`src/hdl/cdg_pkg.sv`:
```
`timescale 1ns / 1ps

package cdg_pkg;

  localparam int DEF_MAX_WIDTH  = 1024;
  localparam int DEF_MAX_HEIGHT = 1024;

  localparam int PIX_W      = 8;
  localparam int GRAD_W     = 9;
  localparam int POS_W      = 10;
  localparam int CFG_IDX_W  = 2;
  localparam int CFG_DATA_W = 11;

  localparam int RESET_WIDTH  = 640;
  localparam int RESET_HEIGHT = 480;

  localparam int QUEUE_DEPTH = 4;

  typedef enum logic [CFG_IDX_W-1:0] {
    REG_DIRECTION_MODE = 2'd0,
    REG_IMAGE_WIDTH    = 2'd1,
    REG_IMAGE_HEIGHT   = 2'd2
  } cfg_reg_t;

  typedef enum logic {
    MODE_X = 1'b0,
    MODE_Y = 1'b1
  } dir_mode_t;

  typedef enum logic {
    PH_FIRST  = 1'b0,
    PH_SECOND = 1'b1
  } back_phase_t;

  typedef struct packed {
    logic signed [GRAD_W-1:0] grad;
    logic [POS_W-1:0]         row;
    logic [POS_W-1:0]         col;
  } cdg_result_t;

  // one accepted pixel, up to two results
  typedef struct packed {
    logic        has_a;
    cdg_result_t res_a;
    logic        has_b;
    cdg_result_t res_b;
    logic        done_b;
  } cdg_entry_t;

  typedef struct packed {
    logic       valid;
    cdg_entry_t entry;
  } cdg_push_t;

  typedef struct packed {
    logic full;
    logic almost_full;
    logic empty;
  } cdg_fifo_status_t;

endpackage

```
`src/hdl/cdg_fifo.sv`:
```
`timescale 1ns / 1ps

module cdg_fifo import cdg_pkg::*; #(
  parameter int DEPTH = QUEUE_DEPTH
) (
  input  logic             clk,
  input  logic             rst,
  input  cdg_push_t        push,
  input  logic             pop,
  output cdg_entry_t       head,
  output cdg_fifo_status_t status
);

  localparam int AW = $clog2(DEPTH);
  localparam int NW = $clog2(DEPTH + 1);

  cdg_entry_t    entries [DEPTH];
  logic [AW-1:0] wr_ptr;
  logic [AW-1:0] rd_ptr;
  logic [NW-1:0] count;

  always_ff @(posedge clk) begin
    if (rst) begin
      wr_ptr <= '0;
      rd_ptr <= '0;
      count  <= '0;
    end else begin
      if (push.valid) begin
        wr_ptr <= (wr_ptr == AW'(DEPTH - 1)) ? '0 : wr_ptr + 1'b1;
      end
      if (pop) begin
        rd_ptr <= (rd_ptr == AW'(DEPTH - 1)) ? '0 : rd_ptr + 1'b1;
      end
      if (push.valid && !pop) begin
        count <= count + 1'b1;
      end else if (pop && !push.valid) begin
        count <= count - 1'b1;
      end
    end
  end

  always_ff @(posedge clk) begin
    if (push.valid) begin
      entries[wr_ptr] <= push.entry;
    end
  end

  assign head               = entries[rd_ptr];
  assign status.full        = (count == NW'(DEPTH));
  assign status.almost_full = (count == NW'(DEPTH - 1));
  assign status.empty       = (count == '0);

`ifndef NO_ASSERTIONS
  a_no_overflow: assert property (@(posedge clk) disable iff (rst)
    push.valid |-> !status.full)
    else $error("transaction pushed into a full queue");

  a_no_underflow: assert property (@(posedge clk) disable iff (rst)
    pop |-> !status.empty)
    else $error("pop from an empty queue");
`endif

endmodule

```
`config.mk`:
```
export PLATFORM = sky130hd
export DESIGN_NAME = cdg_fifo
export DESIGN_NICKNAME = d
export VERILOG_FILES = /design/src/hdl/cdg_pkg.sv /design/src/hdl/cdg_fifo.sv
export SDC_FILE = /design/constraint.sdc
export NUM_CORES = 1
export LEC_CHECK = 0
export BUFFER_PORTS_ARGS = -buffer_cell sky130_fd_sc_hd__buf_2
export CELL_PAD_IN_SITES_DETAIL_PLACEMENT = 0
export CELL_PAD_IN_SITES_GLOBAL_PLACEMENT = 2
export CORE_MARGIN = 2
export CORE_UTILIZATION = 40
export CTS_BUF_LIST = sky130_fd_sc_hd__clkbuf_8
export DETAILED_ROUTE_END_ITERATION = 7
export GPL_TIMING_DRIVEN = 0
export PLACE_DENSITY = 0.69
export SLEW_MARGIN = 15
export SYNTH_ARGS = -nofsm -noshare
export SYNTH_HDL_FRONTEND = slang
export SYNTH_SLANG_ARGS = --single-unit
```
`constraint.sdc`:
```
create_clock -name clk -period 5.7 [get_ports clk]
set_input_delay 1.425 -clock clk [delete_from_list [all_inputs] [get_ports clk]]
set_output_delay 1.425 -clock clk [all_outputs]
set_load 0.02 [all_outputs]
```
==> flow_summary.ini <==
[worst_setup_path]
r2r_setup_slack_ns = 3.97
critPathLaunchType = flip-flop
reg2reg_depth = 3
arrival_ns = 2.11
cp_max_fo = 10
critPathRequiredTime_ns = 4.28
crit_top_cell = buf_2
worstReg2RegStart = wr_ptr[0]$_SDFFE_PP0P_
crit_chain = buf_1, buf_2, mux4_2, buf_2
worst_r2r_endpoint = entries[3][10]$_DFFE_PP_
crit_path_end_kind = primary output
critPathCapture = head[53]
critPathKind = flip-flop to primary output
cp_slowest_cell = buf_2
slowest_delay_ns = 0.39

[timing]
clock_skew_ns = 0.01178
setup_viol = 0
final.setup.tns_ns = 0
finalMaxSlewViolations = 0
fmax_mhz = 282.7
slew_headroom = 0.6619
holdWs_ns = 0.5240
hold_violations = 0
fin_crit_ns = 3.537
finalCritPeriodShare = 0.6206
worstMarginPinSlew_ns = 0.5071
rsz0062_at_grt = no

[cts]
cts_resized = 0
cts.sinks = 253
post_cts_buffers = 0
cts_buffer_depth = 3
clk_pin_slew_worst_paths_ns = 0.06
h-tree-depth = 2
insertion_delay_ns = 0.51
cts_tree = built
cts_buffers = 41
ctsHoldBuffers = 0
cts_root_buf = clkbuf_8

[grt]
grt_antenna_before_repair = 1
grt_pass1_vias = 4637
grt_remaining_overflow = 0
grt_first_pass_wirelength_mm = 25.29
grt_max_degree = 34
grt.total_usage = 0.1388

[synth]
synth_area_per_cell_um2 = 25.53
synth_top_family_by_area = multiplexers
netlist_area_um2 = 9318
synth_top_area_frac = 0.7864
yosys.area.top_type = edfxtp_1
synth_compound_area_frac = 0.001611
ys_seq_area_frac = 0.8057
synth_xor_area_frac = 0.001880
ys_seq_elements = 253
synth-adder-area-share = 0.01021
ys_warn_count = 0
synth_mux_area_frac = 0.1521
ys_types = 21
yosys-top-cells-area = edfxtp_1 79%, mux4_2 15%, dfxtp_1 1.9%
synth_cells = 365
syn-num-nets = 437
synthSimpleGateAreaFrac = 0.009131

[floorplan]
core_area_um2 = 22780
io-pin-count = 129
start_util = 0.4091
die_height_um = 156.6
dieArea_um2 = 24530
rows = 55
die_x_um = 156.6

[route]
drt_iter0_drc = 152
vias = 4265
via_per_inst = 4.836
post-route-drc-count = 0
drtPass1Iterations = 4
wl_mm = 16.62
wl_per_cell_um = 18.84
ant_nets = 0

[finish]
fillers = 1868
design_area_um2 = 11150
stdcell_count = 882
nets = 612
final_util = 0.4894
drive_above_1_share = 0.4482
syn_to_final_growth_pct = 19.63
antennaDiodeCount = 0

[place]
placed_area_um2 = 10440
port_buffers = 128
dp_hpwl_mm = 9.780
place.gp.congestion = 0.6921
place_inst = 810

[job]
drv_cap = 0

[power]
power_density_nw_per_um2 = 350.0
irDropWorstVdd_mv = 0.2027
p_leak_uw = 0.003844

[min_path]
hold_depth = 2
worstHoldPathType = flip-flop to flip-flop

[outcome]
status = finished, final reports clean
==> synthesized netlist by cell type (all sizes together) <==
| cell type | number |
|---|---|
| a21oi | 2 |
| and2 | 4 |
| buf | 14 |
| dfxtp | 9 |
| edfxtp | 244 |
| fa | 1 |
| ha | 6 |
| inv | 4 |
| mux2i | 4 |
| mux4 | 61 |
| nand2 | 1 |
| nor2 | 8 |
| nor3 | 1 |
| nor3b | 2 |
| o21ai | 1 |
| or3 | 1 |
| xor2 | 2 |
==> cell usage in the layout, fill, tap and decap left out <==
master / instances
mux2i_1: 4
o21ai_0: 1
fa_1: 1
clkinv_2: 2
nand2_1: 1
inv_1: 19
ha_1: 6
buf_2: 134
nor2_1: 8
edfxtp_1: 244
buf_6: 1
nor3_1: 1
buf_12: 10
a21oi_1: 2
clkinv_1: 11
clkbuf_8: 43
or3_1: 1
dfxtp_1: 9
buf_1: 1
mux4_1: 1
mux4_2: 60
nor3b_1: 2
and2_4: 4
clkinvlp_4: 1
xor2_1: 2
==> per-layer routing <==
metal	up-vias	wire, um	GRT usage
met2	120	8313	0.2339
li1	1906	-	-
met4	2	302	0.04194
met3	29	1122	0.04680
met1	2208	6866	0.1707
met5	-	11	0
==> area by class of cell <==
type / instances / area (um^2) / share of cell area
Sequential cell: 253 / 7507 / 0.6735
Multi-Input combinational cell: 94 / 1640 / 0.1472
Timing Repair Buffer: 132 / 720.7 / 0.06465
Clock buffer: 43 / 591.8 / 0.05309
Tap cell: 313 / 391.6 / 0.03513
Buffer: 14 / 165.2 / 0.01482
Clock inverter: 29 / 115.1 / 0.01033
Inverter: 4 / 15.01 / 0.001347
==> per-stage QoR <==
stage	power, uW	worst slack [ns]
floorplan	2454	2.410
global placement	2602	0.9778
detailed placement	2613	2.640
CTS	3967	2.062
global route	4083	2.009
finish	3901	2.163
==> sequential cells by signal, summed over array words and instances (netlist names), named ones only <==
| signal | cells |
|---|---|
| entries | 244 |
| count | 3 |
| rd_ptr | 2 |
| wr_ptr | 2 |
==> how the worst min path moves through the flow <==
stage | from | to | slack (ns)
2_1_floorplan | count[2]$_SDFFE_PP0P_ | count[2]$_SDFFE_PP0P_ | 0.47
3_3_place_gp | count[2]$_SDFFE_PP0P_ | count[2]$_SDFFE_PP0P_ | 0.50
3_5_place_dp | count[2]$_SDFFE_PP0P_ | count[2]$_SDFFE_PP0P_ | 0.51
4_1_cts | count[2]$_SDFFE_PP0P_ | count[2]$_SDFFE_PP0P_ | 0.52
5_1_grt | count[2]$_SDFFE_PP0P_ | count[2]$_SDFFE_PP0P_ | 0.56
6_report | count[2]$_SDFFE_PP0P_ | count[2]$_SDFFE_PP0P_ | 0.52
==> worst max-delay path, delay by kind of cell, from the launching register on <==
| kind | cells | cell delay, ns |
|---|---|---|
| buffers and inverters | 3 | 0.94 |
| DFF | 1 | 0.30 |
| muxes | 1 | 0.37 |
==> where the power goes <==
| group | leakage (uW) | switching (uW) | internal, uW | total [uW] |
|---|---|---|---|---|
| registers | 0.00232 | 20.8 | 2130 | 2150 |
| clock network | 0.000414 | 646 | 693 | 1340 |
| logic | 0.00111 | 239 | 173 | 412 |
| total | 0.00384 | 906 | 3000 | 3900 |
==> kinds of logic after synthesis <==
| logic type | count (synthesis) |
|---|---|
| xor+xnor | 2 |
| simple gates | 17 |
| fa+ha+maj | 7 |
| buf+inv | 18 |
| flops | 253 |
| mux | 65 |
| compound gates | 3 |
No activity file was read; power rests on OpenSTA's default activity.
